$ cat src/hw/rtl/fsc_pkg.sv
package fsc_pkg;

  // Stream widths
  localparam int unsigned IN_TDATA_W  = 144;
  localparam int unsigned IN_TUSER_W  = 3;
  localparam int unsigned OUT_TDATA_W = 8;
  localparam int unsigned CFG_INDEX_W = 2;
  localparam int unsigned CFG_DATA_W  = 8;

  // Verdict codes
  typedef enum logic [1:0] {
    VERDICT_UNDECIDED = 2'd0,
    VERDICT_DETECTED  = 2'd1,
    VERDICT_EXCLUDED  = 2'd2
  } verdict_t;

  // Transport codes
  localparam logic [1:0] TRANSPORT_UDP = 2'd1;
  localparam logic [1:0] TRANSPORT_TCP = 2'd2;

  // Configuration register indexes
  localparam logic [CFG_INDEX_W-1:0] CFG_CONFIRM_THRESHOLD = 2'd0;
  localparam logic [CFG_INDEX_W-1:0] CFG_UDP_MISS_LIMIT    = 2'd1;
  localparam logic [CFG_INDEX_W-1:0] CFG_TCP_MISS_LIMIT    = 2'd2;

  // Configuration reset values
  localparam logic [7:0] CONFIRM_THRESHOLD_RST = 8'd3;
  localparam logic [7:0] UDP_MISS_LIMIT_RST    = 8'd24;
  localparam logic [7:0] TCP_MISS_LIMIT_RST    = 8'd4;

  // One packet event
  typedef struct packed {
    logic        new_flow;
    logic [1:0]  transport;
    logic [15:0] payload_length;
    logic [63:0] head_low;
    logic [47:0] head_high;
    logic [7:0]  byte_thirty_two;
    logic        source_seen;
    logic        dest_seen;
  } fsc_item_t;

  // Per-flow state
  typedef struct packed {
    verdict_t   verdict;
    logic [7:0] confirm_count;
    logic [7:0] miss_count;
    logic [7:0] length_stage;
  } fsc_state_t;

  // Configuration registers
  typedef struct packed {
    logic [7:0] confirm_threshold;
    logic [7:0] udp_miss_limit;
    logic [7:0] tcp_miss_limit;
  } fsc_cfg_t;

  // Saturating increment at 255
  function automatic logic [7:0] sat_inc(input logic [7:0] v);
    sat_inc = (v == 8'hff) ? v : v + 8'd1;
  endfunction

endpackage

$ cat src/hw/rtl/fsc_decide.sv
module fsc_decide (
  input  fsc_pkg::fsc_item_t  item,
  input  fsc_pkg::fsc_state_t state,
  input  fsc_pkg::fsc_cfg_t   cfg,
  output fsc_pkg::fsc_state_t state_next
);

  logic [111:0]         head;
  logic [7:0]           b [14];
  logic [7:0]           b32;
  logic [15:0]          len;
  logic                 both_seen;
  fsc_pkg::fsc_state_t  cur;
  fsc_pkg::fsc_state_t  nxt;
  logic [7:0]           cc_inc;
  logic [7:0]           mc_inc;
  logic [7:0]           ls1;
  logic [7:0]           ls2;
  fsc_pkg::verdict_t    hit_verdict;
  logic                 udp_a, udp_b, udp_c, udp_d;
  logic                 tcp_a, tcp_b, tcp_c, tcp_d, tcp_e;

  assign head      = {item.head_high, item.head_low};
  assign len       = item.payload_length;
  assign both_seen = item.source_seen & item.dest_seen;

  // Zero the bytes past the payload
  always_comb begin
    for (int i = 0; i < 14; i++) begin
      b[i] = (len > 16'(i)) ? head[8*i +: 8] : 8'h00;
    end
    b32 = (len > 16'd32) ? item.byte_thirty_two : 8'h00;
  end

  // Signature matches
  assign udp_a = (b[0] == 8'h28) && (b[1] == 8'h28) && (b[3] == 8'h00) &&
                 (b[5] == 8'h08) && (b[8] == 8'h01) && (b[9] == 8'h18);
  assign udp_b = (b[0] == 8'h75) && (b[1] == 8'h75) && (b[8] == 8'h00) &&
                 (b[9] == 8'hde);
  assign udp_c = (b[0] == 8'h13) && (b[1] == 8'hce) && (b[2] == 8'h00) &&
                 (b[3] == 8'h04);
  assign udp_d = (b[0] == 8'h01) && (b[1] == 8'h00) && (b[2] == 8'h00) &&
                 (b[3] == 8'h00) && (b[4] == 8'h00) && (b32 == 8'h08);
  assign tcp_a = (b[0] == 8'h33) && (b[1] == 8'h66) && (b[2] == 8'h00) &&
                 (b[3] == 8'h0a) && (b[4] == 8'h00) && (b[5] == 8'h0a);
  assign tcp_b = (b[0] == 8'h50) && (b[1] == 8'h0a) && (b[2] == 8'h00) &&
                 (b[3] == 8'h00) && (b[4] == 8'h00) && (b[5] == 8'h01) &&
                 (b[9] == 8'h91);
  assign tcp_c = (b[0] == 8'h43) && (b[1] == 8'h66) && (b[2] == 8'haa) &&
                 (b[3] == 8'h00) && (b[4] == 8'h00) && (b[5] == 8'h00) &&
                 (b[7] == 8'h15);
  assign tcp_d = (b[0] == 8'haa) && (b[1] == 8'h00) && (b[2] == 8'h00) &&
                 (b[3] == 8'h00) && (b[5] == 8'h15) && (b[6] == 8'h00) &&
                 (b[7] == 8'h00);
  assign tcp_e = (b[0] == 8'h01) && (b[1] == 8'h00) && (b[2] == 8'h00);

  // Start of a new flow clears the state first
  assign cur = item.new_flow ? fsc_pkg::fsc_state_t'('0) : state;

  assign cc_inc      = fsc_pkg::sat_inc(cur.confirm_count);
  assign mc_inc      = fsc_pkg::sat_inc(cur.miss_count);
  assign hit_verdict = (cc_inc >= cfg.confirm_threshold) ? fsc_pkg::VERDICT_DETECTED
                                                         : cur.verdict;

  // Length run stage: first the 25/23/210 run, then the 33-byte run
  always_comb begin
    if (len == 16'd25) begin
      ls1 = fsc_pkg::sat_inc(cur.length_stage);
    end else if ((len == 16'd23) && (cur.length_stage >= 8'd4)) begin
      ls1 = fsc_pkg::sat_inc(cur.length_stage);
    end else if ((len == 16'd210) && (cur.length_stage == 8'd6)) begin
      ls1 = fsc_pkg::sat_inc(cur.length_stage);
    end else if (cur.length_stage < 8'h10) begin
      ls1 = 8'd0;
    end else begin
      ls1 = cur.length_stage;
    end
    if (len != 16'd33) begin
      ls2 = ls1;
    end else if (udp_d) begin
      ls2 = 8'h11;
    end else if (ls1 >= 8'h11) begin
      ls2 = fsc_pkg::sat_inc(ls1);
    end else begin
      ls2 = ls1;
    end
  end

  // Pick the next flow state
  always_comb begin
    nxt = cur;
    if (cur.verdict == fsc_pkg::VERDICT_UNDECIDED) begin
      if ((item.transport == fsc_pkg::TRANSPORT_UDP) && (len >= 16'd10)) begin
        if (udp_a) begin
          nxt.confirm_count = cc_inc;
          nxt.verdict       = hit_verdict;
        end else begin
          nxt.length_stage = ls1;
          if (ls1 == 8'd7) begin
            nxt.verdict = fsc_pkg::VERDICT_DETECTED;
          end else if (udp_b || udp_c) begin
            nxt.confirm_count = cc_inc;
            nxt.verdict       = hit_verdict;
          end else begin
            nxt.length_stage = ls2;
            if ((len == 16'd33) && (ls2 >= 8'h14)) begin
              nxt.verdict = fsc_pkg::VERDICT_DETECTED;
            end else if (both_seen) begin
              nxt.verdict = fsc_pkg::VERDICT_DETECTED;
            end else begin
              nxt.miss_count = mc_inc;
              if (mc_inc >= cfg.udp_miss_limit) begin
                nxt.verdict = fsc_pkg::VERDICT_EXCLUDED;
              end
            end
          end
        end
      end else if ((item.transport == fsc_pkg::TRANSPORT_TCP) && (len >= 16'd8)) begin
        if (both_seen || tcp_b || (!tcp_a && !tcp_c && !tcp_d && tcp_e)) begin
          nxt.verdict = fsc_pkg::VERDICT_DETECTED;
        end else if (tcp_a || tcp_c || tcp_d) begin
          nxt.confirm_count = cc_inc;
          nxt.verdict       = hit_verdict;
        end else begin
          nxt.miss_count = mc_inc;
          if (mc_inc >= cfg.tcp_miss_limit) begin
            nxt.verdict = fsc_pkg::VERDICT_EXCLUDED;
          end
        end
      end
    end
  end

  assign state_next = nxt;

endmodule

$ cat src/hw/rtl/flow_signature_classifier.sv
// Per-flow application classifier.
// Input stream (s_axis_*): one packet event per transfer. tuser carries the
// new-flow flag and the transport code, tdata the payload length, payload
// bytes 0 to 13, payload byte 32 and the two host-seen flags.
// Output stream (m_axis_*): one verdict per event, in order: undecided,
// detected or excluded, as held once that event has been applied.
// Configuration: cfg_we writes cfg_data into the register at cfg_index
// (confirm threshold, UDP miss limit, TCP miss limit); write only while idle.
// Path: an accepted event goes into the input register, then its verdict into the
// result register. Throughput: one event per cycle while the verdict stream is not
// stalled, with the flow state updated by the decision logic as each event advances.
// Reset (rst, synchronous): clears the flow state and both stages and loads
// the default thresholds and limits.
// Stall: while m_axis_tready is low the verdict holds; one more event is
// still taken into the input register, after which s_axis_tready drops.
module flow_signature_classifier (
  input  logic                             clk,
  input  logic                             rst,
  // Packet event stream
  input  logic                             s_axis_tvalid,
  output logic                             s_axis_tready,
  // tdata, low bit up: payload_length[15:0], head_low[63:0], head_high[47:0],
  // byte_thirty_two[7:0], source_seen, dest_seen, zero fill
  input  logic [fsc_pkg::IN_TDATA_W-1:0]   s_axis_tdata,
  // tuser, low bit up: new_flow, transport[1:0]
  input  logic [fsc_pkg::IN_TUSER_W-1:0]   s_axis_tuser,
  // Verdict stream
  output logic                             m_axis_tvalid,
  input  logic                             m_axis_tready,
  // tdata, low bit up: verdict[1:0], zero fill
  output logic [fsc_pkg::OUT_TDATA_W-1:0]  m_axis_tdata,
  // Configuration write port
  input  logic                             cfg_we,
  input  logic [fsc_pkg::CFG_INDEX_W-1:0]  cfg_index,
  input  logic [fsc_pkg::CFG_DATA_W-1:0]   cfg_data
);

  logic                 in_valid;
  fsc_pkg::fsc_item_t   in_item;
  fsc_pkg::fsc_item_t   in_item_next;
  logic                 out_valid;
  fsc_pkg::verdict_t    out_verdict;
  fsc_pkg::fsc_state_t  flow;
  fsc_pkg::fsc_state_t  flow_next;
  fsc_pkg::fsc_cfg_t    cfg;
  logic                 advance;

  // Result register frees up when empty or taken
  assign advance       = !out_valid || m_axis_tready;
  assign s_axis_tready = !in_valid || advance;

  // Unpack the event
  always_comb begin
    in_item_next.new_flow        = s_axis_tuser[0];
    in_item_next.transport       = s_axis_tuser[2:1];
    in_item_next.payload_length  = s_axis_tdata[15:0];
    in_item_next.head_low        = s_axis_tdata[79:16];
    in_item_next.head_high       = s_axis_tdata[127:80];
    in_item_next.byte_thirty_two = s_axis_tdata[135:128];
    in_item_next.source_seen     = s_axis_tdata[136];
    in_item_next.dest_seen       = s_axis_tdata[137];
  end

  // Input register
  always_ff @(posedge clk) begin
    if (rst) begin
      in_valid <= 1'b0;
    end else if (s_axis_tready) begin
      in_valid <= s_axis_tvalid;
    end
  end

  always_ff @(posedge clk) begin
    if (s_axis_tready && s_axis_tvalid) begin
      in_item <= in_item_next;
    end
  end

  fsc_decide u_decide (
    .item       (in_item),
    .state      (flow),
    .cfg        (cfg),
    .state_next (flow_next)
  );

  // Flow state and result register advance together
  always_ff @(posedge clk) begin
    if (rst) begin
      flow      <= '0;
      out_valid <= 1'b0;
    end else if (advance) begin
      out_valid <= in_valid;
      if (in_valid) begin
        flow <= flow_next;
      end
    end
  end

  always_ff @(posedge clk) begin
    if (advance && in_valid) begin
      out_verdict <= flow_next.verdict;
    end
  end

  assign m_axis_tvalid = out_valid;
  assign m_axis_tdata  = {6'd0, out_verdict};

  // Configuration registers
  always_ff @(posedge clk) begin
    if (rst) begin
      cfg.confirm_threshold <= fsc_pkg::CONFIRM_THRESHOLD_RST;
      cfg.udp_miss_limit    <= fsc_pkg::UDP_MISS_LIMIT_RST;
      cfg.tcp_miss_limit    <= fsc_pkg::TCP_MISS_LIMIT_RST;
    end else if (cfg_we) begin
      case (cfg_index)
        fsc_pkg::CFG_CONFIRM_THRESHOLD: cfg.confirm_threshold <= cfg_data;
        fsc_pkg::CFG_UDP_MISS_LIMIT:    cfg.udp_miss_limit    <= cfg_data;
        fsc_pkg::CFG_TCP_MISS_LIMIT:    cfg.tcp_miss_limit    <= cfg_data;
        default: ;
      endcase
    end
  end

endmodule

$ cat config.mk
export PLATFORM = sky130hd
export DESIGN_NAME = flow_signature_classifier
export DESIGN_NICKNAME = d
export VERILOG_FILES = /design/src/hw/rtl/fsc_pkg.sv /design/src/hw/rtl/fsc_decide.sv /design/src/hw/rtl/flow_signature_classifier.sv
export SDC_FILE = /design/constraint.sdc
export NUM_CORES = 1
export LEC_CHECK = 0
export BUFFER_PORTS_ARGS = -buffer_cell sky130_fd_sc_hd__buf_4
export CORE_ASPECT_RATIO = 1.4
export CORE_MARGIN = 5
export CORE_UTILIZATION = 49
export DETAILED_ROUTE_END_ITERATION = 6
export PLACE_DENSITY = 0.72
export SLEW_MARGIN = 20
export SYNTH_ARGS = -nofsm -noshare
export SYNTH_HDL_FRONTEND = slang
export SYNTH_SLANG_ARGS = --single-unit
export TNS_END_PERCENT = 10
$ cat constraint.sdc
create_clock -name clk -period 6.7 [get_ports clk]
set_clock_uncertainty 0.05 [all_clocks]
set_input_delay 0.67 -clock clk [delete_from_list [all_inputs] [get_ports clk]]
set_output_delay 0.67 -clock clk [all_outputs]
set_load 0.005 [all_outputs]
==> metrics.yaml <==
layout:
  seq_area_sq_mm: 0.004374
  multi_input_area_sq_mm: 0.004085
  num_antenna_cells: 0
  nets: 1133
  area_growth_pct: 20.08
  drive_above_1_share: 0.2164
  fillers: 1492
sta:
  setup_slack_ps: 1557
  finalSetupTns_ps: 0
  hold_viol_final: 0
  hold_ws_ps: 359.3
  maxSlewViolCount: 0
  worstMarginPinSlew_ps: 1006
  final.min_clock_period_ps: 5143
  rsz0062_at_grt: "false"
  setup_viol: 0
  maxSlewHeadroom: 0.3295
  fmaxAchievable_mhz: 194.4
  final.period_utilization: 0.7676
detailed_routing:
  wire_per_inst_microns: 17.07
  drt-vias-per-instance: 5.661
  wirelength_mm: 20.28
  drt_pre_antenna_iters: 5
  antenna_left: 0
  wl_met1_mm: 7.682
  vias: 6725
  drtIter0Drc: 483
  top_layer: "met4"
  drc_errors: 0
  dr_wl_met2_mm: 10.95
  met3_wirelength_microns: 992
logic_synthesis:
  syn_inst: 814
  synth_compound_area_frac: 0.1567
  yosysMostFrequentCell: "edfxtp_1"
  synth_top_family_by_area: "simple AND/OR/NAND/NOR gates"
  ys_seq_elements: 163
  synthSimpleGateAreaFrac: 0.2271
  synth_xor_area_frac: 0.01007
  synth.distinct_cells: 94
  yosysSeqAreaShare: 0.5032
  synthAdderAreaFrac: 0.04606
  synth_top_area_frac: 0.3834
  synthesis.area_sq_mm: 0.008693
  ys_warn_count: 0
  synth_top_flop_cell: "edfxtp_1"
  synth_top_area_cell: "edfxtp_1"
  ys_async_sr_fraction: 0
  synth_mux_area_frac: 0.02706
  avgSynthCellArea_sq_um: 10.68
  synth.area.top_cells: "edfxtp_1, dfxtp_1, ha_1"
  synthTopCellsByCount: "edfxtp_1, nor2_1, dfxtp_1, nand2_1, a21oi_1"
  synth_edf_count: 111
cts:
  clk-insertion-delay-late_ps: 430
  cts_htree_levels: 4
  cts.sinks: 163
  cts_setup_buffers: 0
  cts_tree: "built"
  cts_root_buf: "clkbuf_16"
  hold_buffers: 0
  cts_resized: 0
  clk_pin_slew_ps: 70
  numCtsBuffers: 17
  clockBufferDepth: 2
power_and_ir_drop:
  leakage_nw: 4.068
  power_density_mw_per_mm2: 215.6
  vdd_ir_drop_max_v: 0.0001934
setup_path:
  crit_start: "in_item[140]$_DFFE_PP_"
  crit_type: "reg2reg"
  critical_path.startpoint_type: "register"
  rrSetupSlack_ps: 1560
  endpoint: "flow[14]$_SDFFE_PP0P_"
  crit_path_end_kind: "register"
  arrival_ps: 5470
  timing.rr.start: "in_item[140]$_DFFE_PP_"
  ff2ff_path_depth: 20
  r2r-end: "flow[14]$_SDFFE_PP0P_"
  crit_fanout: 16
  critical_path_required_ps: 7020
global_route:
  grt_pass1_wl_mm: 32.09
  overflow: 0
  grt_max_degree: 88
  antenna_found_initial: 0
  track_usage: 0.1991
  first_global_vias: 6618
floorplanning:
  die_area_sq_mm: 0.02054
  io_pins: 172
  die_h_microns: 167.6
  die_w_microns: 122.6
  core-area_sq_mm: 0.01740
  rows: 57
  initial_core_util: 0.4996
worst_hold_path:
  worstHoldStart: "s_axis_tdata[73]"
  hp-class: "in2reg"
outcome:
  status: "complete, no violations"
placed_design:
  io_buffers: 127
  gp_congestion: 0.9030
  post-dp-hpwl_mm: 15.51
  post-place-ws_ps: 1651
run:
  drv_cap: 0
## worst max-delay path, cell delays in order, from the launching register on
cell and delay, ps:
edfxtp_1 660, inv_1 130, buf_4 230, nand2_1 120
inv_1 160, ha_1 170, nor4bb_1 230, nand4_1 120
nor2_1 240, or2_1 250, a32o_1 290, ha_1 250
inv_1 80, a221oi_2 370, nand4b_2 280, o211ai_2 180
mux2i_1 310, a31oi_4 180, o31ai_2 360, and2b_2 260
a22o_1 140
## final cells by class
type / count / share of cell area
clock buffer: 17 / 0.04075
tap: 236 / 0.02829
inverter: 31 / 0.01115
clock inverter: 15 / 0.01522
timing repair buffer: 131 / 0.09421
multi-input combinational: 595 / 0.3913
sequential: 163 / 0.4190
## worst min path at each step
stage,endpoint,cells after the start
after floorplan,cfg[10]$_SDFFE_PP0P_,2
after global placement,cfg[5]$_SDFFE_PP0P_,2
after detailed placement,cfg[14]$_SDFFE_PP0P_,2
after CTS,in_item[110]$_DFFE_PP_,1
after global routing,in_item[107]$_DFFE_PP_,1
final,in_item[115]$_DFFE_PP_,1
## where the power goes
part	total [mW]	internal [mW]	switching, mW
Combinational	0.153	0.0778	0.0751
Sequential	1.15	1.13	0.0272
Clock	0.944	0.498	0.446
## registers in the layout, indices dropped and copies added (netlist names)
register	count
m_axis_tvalid	1
cfg	24
in_valid	1
in_item	109
flow	26
out_verdict	2
## routing by layer
metal | global-route usage | up-vias
met4 | 0.09113 | 0
met5 | 0 | -
li1 | - | 3339
met1 | 0.2138 | 3140
met3 | 0.04521 | 46
met2 | 0.3643 | 200
## cell usage in the layout, fill, tap and decap left out, drive strengths merged, types with 6 or more instances in the layout
master,Yosys,routed
a211o,7,7
a21o,19,19
a21oi,38,38
a22oi,15,15
a31oi,8,8
and2,7,7
and3,9,9
and4,6,6
buf,12,131
clkbuf,18,17
clkinv,0,7
conb,1,6
dfxtp,52,52
edfxtp,111,111
ha,32,32
inv,31,39
mux2i,19,19
nand2,50,50
nand2b,19,19
nand3,23,23
nand3b,7,7
nand4,23,23
nand4b,8,8
nor2,101,101
nor2b,21,21
nor3,11,11
nor4,18,18
o211ai,9,9
o21ai,32,32
or4,13,13
## kinds of logic after synthesis
kind of cell               count (synthesis)
AOI/OAI and AO/OA                        181
xor gates and xnor gates                  10
adders and majority gates                 32
buffers and inverters                     61
DFF                                      163
muxes                                     23
other                                      1
and+or+nand+nor                          343
## stage by stage
stage	std cells	power [mW]	util	area [sq um]
2_1_floorplan	819	1.247	-	8712
4_1_cts	1188	2.273	0.5999	10440
3_3_place_gp	1156	1.325	0.5663	9854
5_1_grt	1188	2.345	0.5999	10440
3_5_place_dp	1156	1.329	0.5663	9854
6_report	1188	2.250	0.5999	10440
(Power assumes the default switching activity.)
